--- config.mk ---
export PLATFORM = sky130hd
export DESIGN_NAME = kinetic_scroll_controller
export DESIGN_NICKNAME = d
export VERILOG_FILES = /design/src/rtl/ksc_pkg.sv /design/src/rtl/ksc_mul.sv /design/src/rtl/kinetic_scroll_controller.sv
export SDC_FILE = /design/constraint.sdc
export NUM_CORES = 2
export LEC_CHECK = 0
export ABC_CLOCK_PERIOD_IN_PS = 13600
export BUFFER_PORTS_ARGS = -buffer_cell sky130_fd_sc_hd__buf_4
export CAP_MARGIN = 20
export CORE_ASPECT_RATIO = 2
export CORE_MARGIN = 4
export CORE_UTILIZATION = 47
export CTS_BUF_LIST = sky130_fd_sc_hd__clkbuf_16
export DETAILED_ROUTE_END_ITERATION = 10
export SLEW_MARGIN = 20
export SYNTH_ARGS = -nofsm -noshare
export SYNTH_HDL_FRONTEND = slang
export SYNTH_SLANG_ARGS = --single-unit
--- constraint.sdc ---
create_clock -name i_clk -period 13.6 [get_ports i_clk]
set_input_delay 2.72 -clock i_clk [delete_from_list [all_inputs] [get_ports i_clk]]
set_output_delay 2.72 -clock i_clk [all_outputs]
set_load 0.05 [all_outputs]
--- src/rtl/ksc_pkg.sv ---
// ----------------------------------------------------------------------------
// ksc_pkg
// Widths, codes and shared types of the kinetic scroll controller.
// ----------------------------------------------------------------------------
package ksc_pkg;

    localparam int FRAC_BITS  = 8;
    localparam int COORD_BITS = 16;
    localparam int MARGIN_PX  = 25;

    // Field and state widths.
    localparam int OFF_W  = 26;
    localparam int VEL_W  = COORD_BITS + 1 + FRAC_BITS;
    localparam int ANC_W  = 27;
    localparam int RNG_W  = COORD_BITS + FRAC_BITS;
    localparam int WRK_W  = 30;
    localparam int DT_W   = 16;
    localparam int MODE_W = 2;
    localparam int ACT_W  = 2;

    // Shared multiplier operand and product widths.
    localparam int MUL_A_W = 25;
    localparam int MUL_B_W = DT_W + 4;
    localparam int PROD_W  = MUL_A_W + MUL_B_W;

    // 11*dt/2^17 is the glide decay 5.5*dt, 7*dt/2^16 the rebound closing rate.
    localparam int GLIDE_SHIFT = 17;
    localparam int REB_SHIFT   = 16;

    localparam int VEL_MAX  = ((1 << COORD_BITS) - 1) * (1 << FRAC_BITS);
    localparam int MARGIN_Q = MARGIN_PX * (1 << FRAC_BITS);
    // Largest magnitude that still counts as below 0.1 pixel.
    localparam int STOP_MAX = ((1 << FRAC_BITS) - 1) / 10;

    localparam int CFG_IDX_W  = 2;
    localparam int CFG_DATA_W = 16;

    localparam logic [CFG_IDX_W-1:0] CFG_CONTENT_LEN = 2'd0;
    localparam logic [CFG_IDX_W-1:0] CFG_VIEW_LEN    = 2'd1;
    localparam logic [CFG_IDX_W-1:0] CFG_USER_EN     = 2'd2;

    localparam logic [ACT_W-1:0] ACT_PRESS   = 2'd0;
    localparam logic [ACT_W-1:0] ACT_DRAG    = 2'd1;
    localparam logic [ACT_W-1:0] ACT_RELEASE = 2'd2;
    localparam logic [ACT_W-1:0] ACT_TICK    = 2'd3;

    localparam logic [MODE_W-1:0] MODE_IDLE    = 2'd0;
    localparam logic [MODE_W-1:0] MODE_DRAG    = 2'd1;
    localparam logic [MODE_W-1:0] MODE_GLIDE   = 2'd2;
    localparam logic [MODE_W-1:0] MODE_REBOUND = 2'd3;

    typedef struct packed {
        logic               start;
        logic [MUL_A_W-1:0] a;
        logic [MUL_B_W-1:0] b;
    } t_mul_req;

    typedef struct packed {
        logic              valid;
        logic [PROD_W-1:0] prod;
    } t_mul_rsp;

endpackage

--- src/rtl/ksc_mul.sv ---
// ----------------------------------------------------------------------------
// ksc_mul
// Shared registered multiplier for the glide decay and the rebound step.
// ----------------------------------------------------------------------------
module ksc_mul (
    input  logic              i_clk,
    input  logic              i_rst_n,
    input  ksc_pkg::t_mul_req i_req,
    output ksc_pkg::t_mul_rsp o_rsp
);
    import ksc_pkg::*;

    logic              r_valid;
    logic [PROD_W-1:0] r_prod;

    always_ff @(posedge i_clk) begin
        if (!i_rst_n) begin
            r_valid <= 1'b0;
        end else begin
            r_valid <= i_req.start;
        end
    end

    always_ff @(posedge i_clk) begin
        if (i_req.start) begin
            r_prod <= PROD_W'(i_req.a) * PROD_W'(i_req.b);
        end
    end

    assign o_rsp.valid = r_valid;
    assign o_rsp.prod  = r_prod;

endmodule

--- src/rtl/kinetic_scroll_controller.sv ---
// ----------------------------------------------------------------------------
// kinetic_scroll_controller
// One-axis kinetic scroller with drag, glide and overscroll rebound.
// ----------------------------------------------------------------------------
// Input words carry an event kind on s_tuser (press, drag, release, tick) and
// the pointer positions and tick duration on s_tdata. Every input word yields
// one output word on m_tdata: the scroll offset, velocity and mode after the
// event. Content and view lengths and the drag enable are written through the
// plain write port; the user must write them only while the block is idle,
// which the block does not enforce. The block takes one word at a time. A
// press, a release, an ignored drag, a tick that changes nothing or a rebound
// snap goes from the prepare step to the done step; a drag passes through the
// offset add and clamp; a glide or rebound step passes through the shared
// multiplier, the apply step and the offset add and clamp. s_tready rises
// together with the output word. If the receiver stalls, the finished result
// of the following word waits inside the block with s_tready low until the
// output register is free.
// Reset clears the offset, velocity, anchor and mode to idle, both lengths to
// zero and sets the drag enable.
// ----------------------------------------------------------------------------
module kinetic_scroll_controller (
    input  logic                           i_clk,
    input  logic                           i_rst_n,
    input  logic                           i_cfg_we,
    input  logic [ksc_pkg::CFG_IDX_W-1:0]  i_cfg_idx,
    input  logic [ksc_pkg::CFG_DATA_W-1:0] i_cfg_data,
    input  logic                           s_tvalid,
    output logic                           s_tready,
    // pointer_pos[15:0], prev_pointer_pos[31:16], time_step[47:32]
    input  logic [47:0]                    s_tdata,
    // action[1:0]
    input  logic [1:0]                     s_tuser,
    output logic                           m_tvalid,
    input  logic                           m_tready,
    // scroll_offset[25:0], scroll_velocity[50:26], scroll_mode[52:51], zero[55:53]
    output logic [55:0]                    m_tdata
);
    import ksc_pkg::*;

    localparam int OUT_W = 56;

    typedef enum logic [5:0] {
        S_IDLE  = 6'b000001,
        S_PREP  = 6'b000010,
        S_MUL   = 6'b000100,
        S_APPLY = 6'b001000,
        S_PLACE = 6'b010000,
        S_DONE  = 6'b100000
    } t_state;

    localparam logic signed [WRK_W-1:0] VEL_MAX_W  = WRK_W'(VEL_MAX);
    localparam logic signed [WRK_W-1:0] MARGIN_Q_W = WRK_W'(MARGIN_Q);
    localparam logic signed [WRK_W-1:0] STOP_W     = WRK_W'(STOP_MAX);

    t_state r_state, n_state;

    logic [CFG_DATA_W-1:0] r_content_len;
    logic [CFG_DATA_W-1:0] r_view_len;
    logic                  r_user_en;

    logic [ACT_W-1:0]      r_action;
    logic [COORD_BITS-1:0] r_pos;
    logic [COORD_BITS-1:0] r_prev;
    logic [DT_W-1:0]       r_dt;

    logic signed [OFF_W-1:0] r_offset, n_offset;
    logic signed [VEL_W-1:0] r_vel, n_vel;
    logic signed [ANC_W-1:0] r_anchor, n_anchor;
    logic [MODE_W-1:0]       r_mode, n_mode;

    logic [MUL_A_W-1:0]      r_mul_a, n_mul_a;
    logic [MUL_B_W-1:0]      r_mul_b, n_mul_b;
    logic                    r_neg, n_neg;
    logic signed [WRK_W-1:0] r_arg, n_arg;
    logic                    r_use_sum, n_use_sum;
    logic                    r_halt_en, n_halt_en;

    logic             r_m_valid;
    logic [OUT_W-1:0] r_m_data;
    logic             n_load;

    t_mul_req mul_req;
    t_mul_rsp mul_rsp;

    logic [RNG_W-1:0]        range_q;
    logic [CFG_DATA_W-1:0]   len_diff;
    logic signed [WRK_W-1:0] w_range, w_neg_range, w_lo, w_hi;
    logic signed [WRK_W-1:0] w_off, w_vel, w_anc, w_pos_q;
    logic signed [WRK_W-1:0] w_vel_abs, w_d;
    logic signed [COORD_BITS:0] w_step;
    logic signed [VEL_W-1:0] w_drag_vel;
    logic                    w_below, w_above, w_d_small;
    logic [MUL_B_W-1:0]      w_dt11, w_dt7;
    logic signed [WRK_W-1:0] w_red_g, w_red_r, w_mag, w_diff, w_diff_sat, w_vnew;
    logic signed [WRK_W-1:0] w_x_new, w_arg, w_clamped;
    logic                    w_stop, w_lo_hit, w_hi_hit;

    ksc_mul u_mul (
        .i_clk   (i_clk),
        .i_rst_n (i_rst_n),
        .i_req   (mul_req),
        .o_rsp   (mul_rsp)
    );

    assign mul_req.start = (r_state == S_MUL);
    assign mul_req.a     = r_mul_a;
    assign mul_req.b     = r_mul_b;

    // Scroll range in Q.8 and the clamp window around it.
    assign len_diff    = r_content_len - r_view_len;
    assign range_q     = (r_content_len > r_view_len) ?
                         {len_diff, {FRAC_BITS{1'b0}}} : '0;
    assign w_range     = $signed({{(WRK_W-RNG_W){1'b0}}, range_q});
    assign w_neg_range = -w_range;
    assign w_lo        = -(w_range + MARGIN_Q_W);
    assign w_hi        = MARGIN_Q_W;

    assign w_off   = $signed({{(WRK_W-OFF_W){r_offset[OFF_W-1]}}, r_offset});
    assign w_vel   = $signed({{(WRK_W-VEL_W){r_vel[VEL_W-1]}}, r_vel});
    assign w_anc   = $signed({{(WRK_W-ANC_W){r_anchor[ANC_W-1]}}, r_anchor});
    assign w_pos_q = $signed({{(WRK_W-RNG_W){1'b0}}, r_pos, {FRAC_BITS{1'b0}}});

    assign w_step     = $signed({1'b0, r_pos}) - $signed({1'b0, r_prev});
    assign w_drag_vel = $signed({w_step, {FRAC_BITS{1'b0}}});

    assign w_vel_abs = (w_vel < 0) ? -w_vel : w_vel;

    // Overscroll distance past whichever bound the offset lies beyond.
    assign w_below   = (w_off < w_neg_range);
    assign w_above   = (w_off > 0);
    assign w_d       = w_below ? (w_neg_range - w_off) : w_off;
    assign w_d_small = (w_d <= STOP_W);

    assign w_dt11 = MUL_B_W'({r_dt, 3'b000}) + MUL_B_W'({r_dt, 1'b0}) + MUL_B_W'(r_dt);
    assign w_dt7  = MUL_B_W'({r_dt, 3'b000}) - MUL_B_W'(r_dt);

    // Glide: shrink the magnitude, allowing it to cross zero, then saturate.
    assign w_red_g = $signed({{(WRK_W-(PROD_W-GLIDE_SHIFT)){1'b0}},
                              mul_rsp.prod[PROD_W-1:GLIDE_SHIFT]});
    assign w_red_r = $signed({{(WRK_W-(PROD_W-REB_SHIFT)){1'b0}},
                              mul_rsp.prod[PROD_W-1:REB_SHIFT]});
    assign w_mag      = $signed({{(WRK_W-MUL_A_W){1'b0}}, r_mul_a});
    assign w_diff     = w_mag - w_red_g;
    assign w_diff_sat = (w_diff < -VEL_MAX_W) ? -VEL_MAX_W : w_diff;
    assign w_vnew     = r_neg ? -w_diff_sat : w_diff_sat;
    assign w_stop     = (w_diff_sat <= STOP_W) && (w_diff_sat >= -STOP_W);

    assign w_x_new = r_neg ? (w_off + w_red_r) : (w_off - w_red_r);

    // Offset placement: the offset-plus-velocity add or a prepared target, feeding the window clamp.
    assign w_arg     = r_use_sum ? (w_off + w_vel) : r_arg;
    assign w_lo_hit  = (w_arg < w_lo);
    assign w_hi_hit  = (w_arg > w_hi);
    assign w_clamped = w_lo_hit ? w_lo : (w_hi_hit ? w_hi : w_arg);

    always_comb begin
        n_state   = r_state;
        n_offset  = r_offset;
        n_vel     = r_vel;
        n_anchor  = r_anchor;
        n_mode    = r_mode;
        n_mul_a   = r_mul_a;
        n_mul_b   = r_mul_b;
        n_neg     = r_neg;
        n_arg     = r_arg;
        n_use_sum = r_use_sum;
        n_halt_en = r_halt_en;
        n_load    = 1'b0;
        unique case (r_state)
            S_IDLE: begin
                if (s_tvalid) begin
                    n_state = S_PREP;
                end
            end
            S_PREP: begin
                n_state = S_DONE;
                unique case (r_action)
                    ACT_PRESS: begin
                        n_anchor = ANC_W'(w_pos_q - w_off);
                    end
                    ACT_DRAG: begin
                        if (r_user_en) begin
                            n_mode    = MODE_DRAG;
                            n_vel     = w_drag_vel;
                            n_arg     = w_pos_q - w_anc;
                            n_use_sum = 1'b0;
                            n_halt_en = 1'b1;
                            n_state   = S_PLACE;
                        end
                    end
                    ACT_RELEASE: begin
                        n_mode = (w_off >= w_neg_range && w_off <= 0) ?
                                 MODE_GLIDE : MODE_REBOUND;
                    end
                    ACT_TICK: begin
                        if (r_mode == MODE_GLIDE) begin
                            n_mul_a = w_vel_abs[MUL_A_W-1:0];
                            n_mul_b = w_dt11;
                            n_neg   = r_vel[VEL_W-1];
                            n_state = S_MUL;
                        end else if (r_mode == MODE_REBOUND && (w_below || w_above)) begin
                            n_neg = w_below;
                            if (w_d_small) begin
                                // Close enough: snap onto the bound and stop.
                                n_offset = w_below ? w_neg_range[OFF_W-1:0] : '0;
                                n_vel    = '0;
                            end else begin
                                n_mul_a = w_d[MUL_A_W-1:0];
                                n_mul_b = w_dt7;
                                n_state = S_MUL;
                            end
                        end
                    end
                endcase
            end
            S_MUL: begin
                n_state = S_APPLY;
            end
            S_APPLY: begin
                n_state = S_PLACE;
                if (r_mode == MODE_GLIDE) begin
                    if (w_stop) begin
                        n_vel  = '0;
                        n_mode = MODE_REBOUND;
                    end else begin
                        n_vel = w_vnew[VEL_W-1:0];
                    end
                    n_use_sum = 1'b1;
                    n_halt_en = 1'b1;
                end else begin
                    // A rebound step may overshoot; it is clamped but keeps velocity.
                    n_arg     = w_x_new;
                    n_use_sum = 1'b0;
                    n_halt_en = 1'b0;
                end
            end
            S_PLACE: begin
                n_offset = w_clamped[OFF_W-1:0];
                if ((w_lo_hit || w_hi_hit) && r_halt_en) begin
                    n_vel = '0;
                    if (r_mode == MODE_GLIDE) begin
                        n_mode = MODE_REBOUND;
                    end
                end
                n_state = S_DONE;
            end
            S_DONE: begin
                if (!r_m_valid || m_tready) begin
                    n_load  = 1'b1;
                    n_state = S_IDLE;
                end
            end
            default: begin
                n_state = S_IDLE;
            end
        endcase
    end

    always_ff @(posedge i_clk) begin
        if (!i_rst_n) begin
            r_state       <= S_IDLE;
            r_offset      <= '0;
            r_vel         <= '0;
            r_anchor      <= '0;
            r_mode        <= MODE_IDLE;
            r_m_valid     <= 1'b0;
            r_content_len <= '0;
            r_view_len    <= '0;
            r_user_en     <= 1'b1;
        end else begin
            r_state  <= n_state;
            r_offset <= n_offset;
            r_vel    <= n_vel;
            r_anchor <= n_anchor;
            r_mode   <= n_mode;
            if (r_m_valid && m_tready) begin
                r_m_valid <= 1'b0;
            end
            if (n_load) begin
                r_m_valid <= 1'b1;
            end
            if (i_cfg_we) begin
                unique case (i_cfg_idx)
                    CFG_CONTENT_LEN: r_content_len <= i_cfg_data;
                    CFG_VIEW_LEN:    r_view_len    <= i_cfg_data;
                    CFG_USER_EN:     r_user_en     <= i_cfg_data[0];
                    default: ;
                endcase
            end
        end
    end

    always_ff @(posedge i_clk) begin
        if (s_tvalid && s_tready) begin
            r_action <= s_tuser;
            r_pos    <= s_tdata[15:0];
            r_prev   <= s_tdata[31:16];
            r_dt     <= s_tdata[47:32];
        end
        r_mul_a   <= n_mul_a;
        r_mul_b   <= n_mul_b;
        r_neg     <= n_neg;
        r_arg     <= n_arg;
        r_use_sum <= n_use_sum;
        r_halt_en <= n_halt_en;
        if (n_load) begin
            r_m_data <= {{(OUT_W-OFF_W-VEL_W-MODE_W){1'b0}}, r_mode, r_vel, r_offset};
        end
    end

    assign s_tready = (r_state == S_IDLE);
    assign m_tvalid = r_m_valid;
    assign m_tdata  = r_m_data;

    // Once the scroller has left idle, no event brings it back.
    a_mode_sticky: assert property (@(posedge i_clk) disable iff (!i_rst_n)
        (r_mode != MODE_IDLE) |=> (r_mode != MODE_IDLE))
        else $error("scroll mode returned to idle");

    // The product must be ready in the cycle that applies it.
    a_mul_ready: assert property (@(posedge i_clk) disable iff (!i_rst_n)
        (r_state == S_APPLY) |-> mul_rsp.valid)
        else $error("multiplier result missing in apply step");

    // Reported velocity never exceeds the saturation bound.
    a_vel_bound: assert property (@(posedge i_clk) disable iff (!i_rst_n)
        (r_state == S_DONE) |-> (w_vel <= VEL_MAX_W && w_vel >= -VEL_MAX_W))
        else $error("velocity beyond saturation bound");

    // A finished result with a free output register is presented next cycle.
    a_out_load: assert property (@(posedge i_clk) disable iff (!i_rst_n)
        (r_state == S_DONE && (!m_tvalid || m_tready)) |=>
        (m_tvalid && r_state == S_IDLE))
        else $error("finished result not delivered to output register");

endmodule
==> qor.yml <==
status: "completed"
finalCoreUtilization_pct: 51.0
setup.worst_path.start: "r_mul_a[8]"
remaining_drc_errors: 0
synthMostInstantiatedCell: "sky130_fd_sc_hd__nand2_1"
setup_viol: 0
clock_skew_ps: 29.1
list_of_cells_traversed_by_the_critical_path: "nand2_1, fa_1, inv_1, fa_1, fa_1, fa_1, inv_1, fa_1, fa_1, inv_1, fa_1, ha_1, a21oi_1, nor2b_1, o31ai_1, o221ai_1, nor3b_1, o21a_1, a41oi_1, o211ai_1, and3_1, or3_1, nand3_1"
port_buffers: 127
final_min_period_over_clock_period_pct: 65.1
launch_instance_of_the_worst_min_delay_path: "r_view_len[7]"
reg2reg_from: "r_mul_a[8]"
vias_per_cell: 6.01
placement.cell_area_um2: 45000
grt_usage_pct: 31.9
p_leak_nw: 20.6
cts-buffers-inserted: 35
rsz0062_at_grt: "false"
synth_top_cell_by_area: "sky130_fd_sc_hd__fa_1"
core_area_um2: 90600
top_level_ports: 131
postSynthCellCount: 4971
max-vdd-ir-drop_mv: 0.106
sinks_on_the_clock_net: 330
crit_buf_inv: 3
final_antenna_net_count: 0
whs_ps: 451
slew_headroom_pct: 8.01
slowest_stage: "sky130_fd_sc_hd__edfxtp_1"
dominantRegCellSynth: "sky130_fd_sc_hd__edfxtp_1"
final_period_minus_worst_setup_slack_ps: 8860
worst-endpoint-arrival_ps: 9150
maxCapViolations: 0
postCtsSetupBuffers: 0
synth.lib_cells_used.distinct: 100
fillers: 8774
placement_rows: 156
critPathTopFamily: "adder cells"
die_h_um: 435
die_area_um2: 96400
timing.critical_path.required_ps: 13900
max_slew_violation_total_from_the_final_report: 0
numPlacedInstances: 6119
routed_wire_length_per_instance_um: 25.3
postCtsResizedCells: 0
htree_levels: 2
pin_count_of_the_biggest_net_entering_global_routing: 65
critical_path_peak_fanout: 21
setup-tns-final_ps: 0
die_w_um: 222
synth-edff-count: 210
synthTopCellsByArea: "sky130_fd_sc_hd__fa_1 (20%), sky130_fd_sc_hd__edfxtp_1 (15%), sky130_fd_sc_hd__ha_1 (11%), sky130_fd_sc_hd__nand2_1 (5.8%), sky130_fd_sc_hd__dfxtp_1 (5.6%)"
worstSkewPairLatency_ps: 590
ys_top_cells_by_count: "sky130_fd_sc_hd__nand2_1 (666), sky130_fd_sc_hd__inv_1 (614), sky130_fd_sc_hd__fa_1 (428)"
stdcell_count: 6187
ys_ff_latch: 330
synthToLayoutAreaGrowth_pct: 7.71
pwr_density_cell_nw_per_um2: 81.0
grt_antenna_before_repair: 0
synth.yosys.seq_area_share_pct: 20.3
drt_first_iter_violations: 2253
place_congestion: 1.05
final_layout_size_suffix_gt1_share_pct: 7.04
cp-end-kind: "flop"
timing_worst_slew_pin_value_ps: 1370
timing.critical_path.from_type: "flop"
postSynthAreaPerCell_um2: 8.63
synth_area_um2: 42900
cts.path.max_buffers: 3
dpl.hpwl_um: 127000
post_route_standard_cell_area_excluding_fillers_um2: 46200
worstSetupPathType: "flop to flop"
cts.reportedPaths.clkPinSlew_ps: 70
worst-r2r-setup-slack_ps: 4740
detail_route.first_pass.iterations: 5
cts-hold-fix-buffers: 0
first_global_vias: 39000
ys.warnings.count: 0
hold_path_class: "flop to flop"
synth-async-reset-ratio_pct: 0
cts_tree: "built"
wire_length_of_the_first_global_routing_pass_um: 235000
worst_path_largest_cell_delay_ps: 1150
overflow: 0
starting_utilization_of_the_core_area_pct: 47.4
timing.final.hold_violations: 0
cp_common_cell: "sky130_fd_sc_hd__fa_1"
wirelength_um: 156000
final_net_count: 5860
max_clock_freq_mhz: 113
synth.top_cell.area_share_pct: 20.0
cts_root_buf: "sky130_fd_sc_hd__clkbuf_16"
routed-via-count: 37200
==> final timing paths <==
check / to / depth (start not counted)
worst max-delay path: u_mul.r_prod[44] / 23
worst min-delay path: r_view_len[7] / 2
worst max register to register: u_mul.r_prod[44] / 23
worst min register to register: r_view_len[7] / 2
==> metrics by stage <==
step	worst slack [ps]	total power, mW
2_1_floorplan	6430	2.25
3_3_place_gp	4830	2.74
4_1_cts	4810	3.72
6_report	4740	3.74
3_5_place_dp	4790	2.74
5_1_grt	4490	3.92
==> sequential cells by signal, summed over array words and instances (netlist names) <==
register,cells
m_tdata,53
r_prev,16
r_mul_b,20
r_offset,26
u_mul.r_prod,29
r_view_len,16
r_dt,16
r_neg,1
r_anchor,27
r_action,2
r_vel,25
r_use_sum,1
r_halt_en,1
r_user_en,1
r_state,6
r_arg,30
r_content_len,16
r_mul_a,25
r_pos,16
r_mode,2
m_tvalid,1
==> area by class of cell <==
type / count / area [um^2] / share of cell area (%)
sequential: 330 / 8710 / 18.9
inverter: 615 / 2310 / 5.00
multi-input combinational: 3787 / 31000 / 67.1
antenna: 2 / 5.00 / 0.0108
tap: 1185 / 1480 / 3.21
clock inverter: 25 / 140 / 0.303
clock buffer: 38 / 951 / 2.06
timing repair buffer: 205 / 1600 / 3.46
==> tightest hold or removal path: stages (launching register included) <==
cell and delay [ps]:
sky130_fd_sc_hd__dfxtp_1 300, sky130_fd_sc_hd__nand2_1 50, sky130_fd_sc_hd__a21oi_1 50
==> cells by family (layout without fill, tap and decap cells) <==
group | count (synthesis) | count (layout) | share of synthesized area (%)
AOI/OAI and AO/OA | 1018 | 1018 | 15.9
xor gates and xnor gates | 247 | 247 | 5.04
adders and majority gates | 813 | 813 | 31.2
buffers and inverters | 856 | 883 | 7.67
DFF | 330 | 330 | 20.3
muxes | 39 | 39 | 0.931
other | 1 | 5 | 0.00874
and+or+nand+nor | 1667 | 1667 | 18.9
==> per-layer routing <==
metal,track usage (%),wire (um),vias up
met5,0,0,-
met4,27.2,17100,0
met3,4.04,6880,655
met2,60.9,84000,1356
met1,29.3,48400,18200
li1,-,-,16900
==> cells in the final DEF (no fill, tap or decap), drive strengths merged, types with 13 or more instances in the layout <==
cell,count
clkbuf,38
a2111oi,14
nand3,77
o311ai,13
nand4,33
xnor2,170
nand2,667
nor3b,25
dfxtp,120
a211oi,68
nor4,34
nor3,104
a211o,14
or3,45
ha,385
fa,428
a221oi,17
mux2i,32
nand2b,44
edfxtp,210
a31oi,35
and3,47
xor2,77
nor2b,39
and2,193
o21ai,163
o31ai,32
o21bai,25
nor2,258
o211ai,21
o21a,60
or4,21
a21oi,323
a21o,69
or2,24
buf,205
inv,627
==> where the power goes <==
part	internal, mW	switching [mW]	leakage, nW
Clock	0.523	0.450	0.573
Sequential	1.11	0.0320	2.91
Combinational	0.580	1.04	17.2
Total	2.22	1.53	20.6
(Power assumes the default switching activity.)
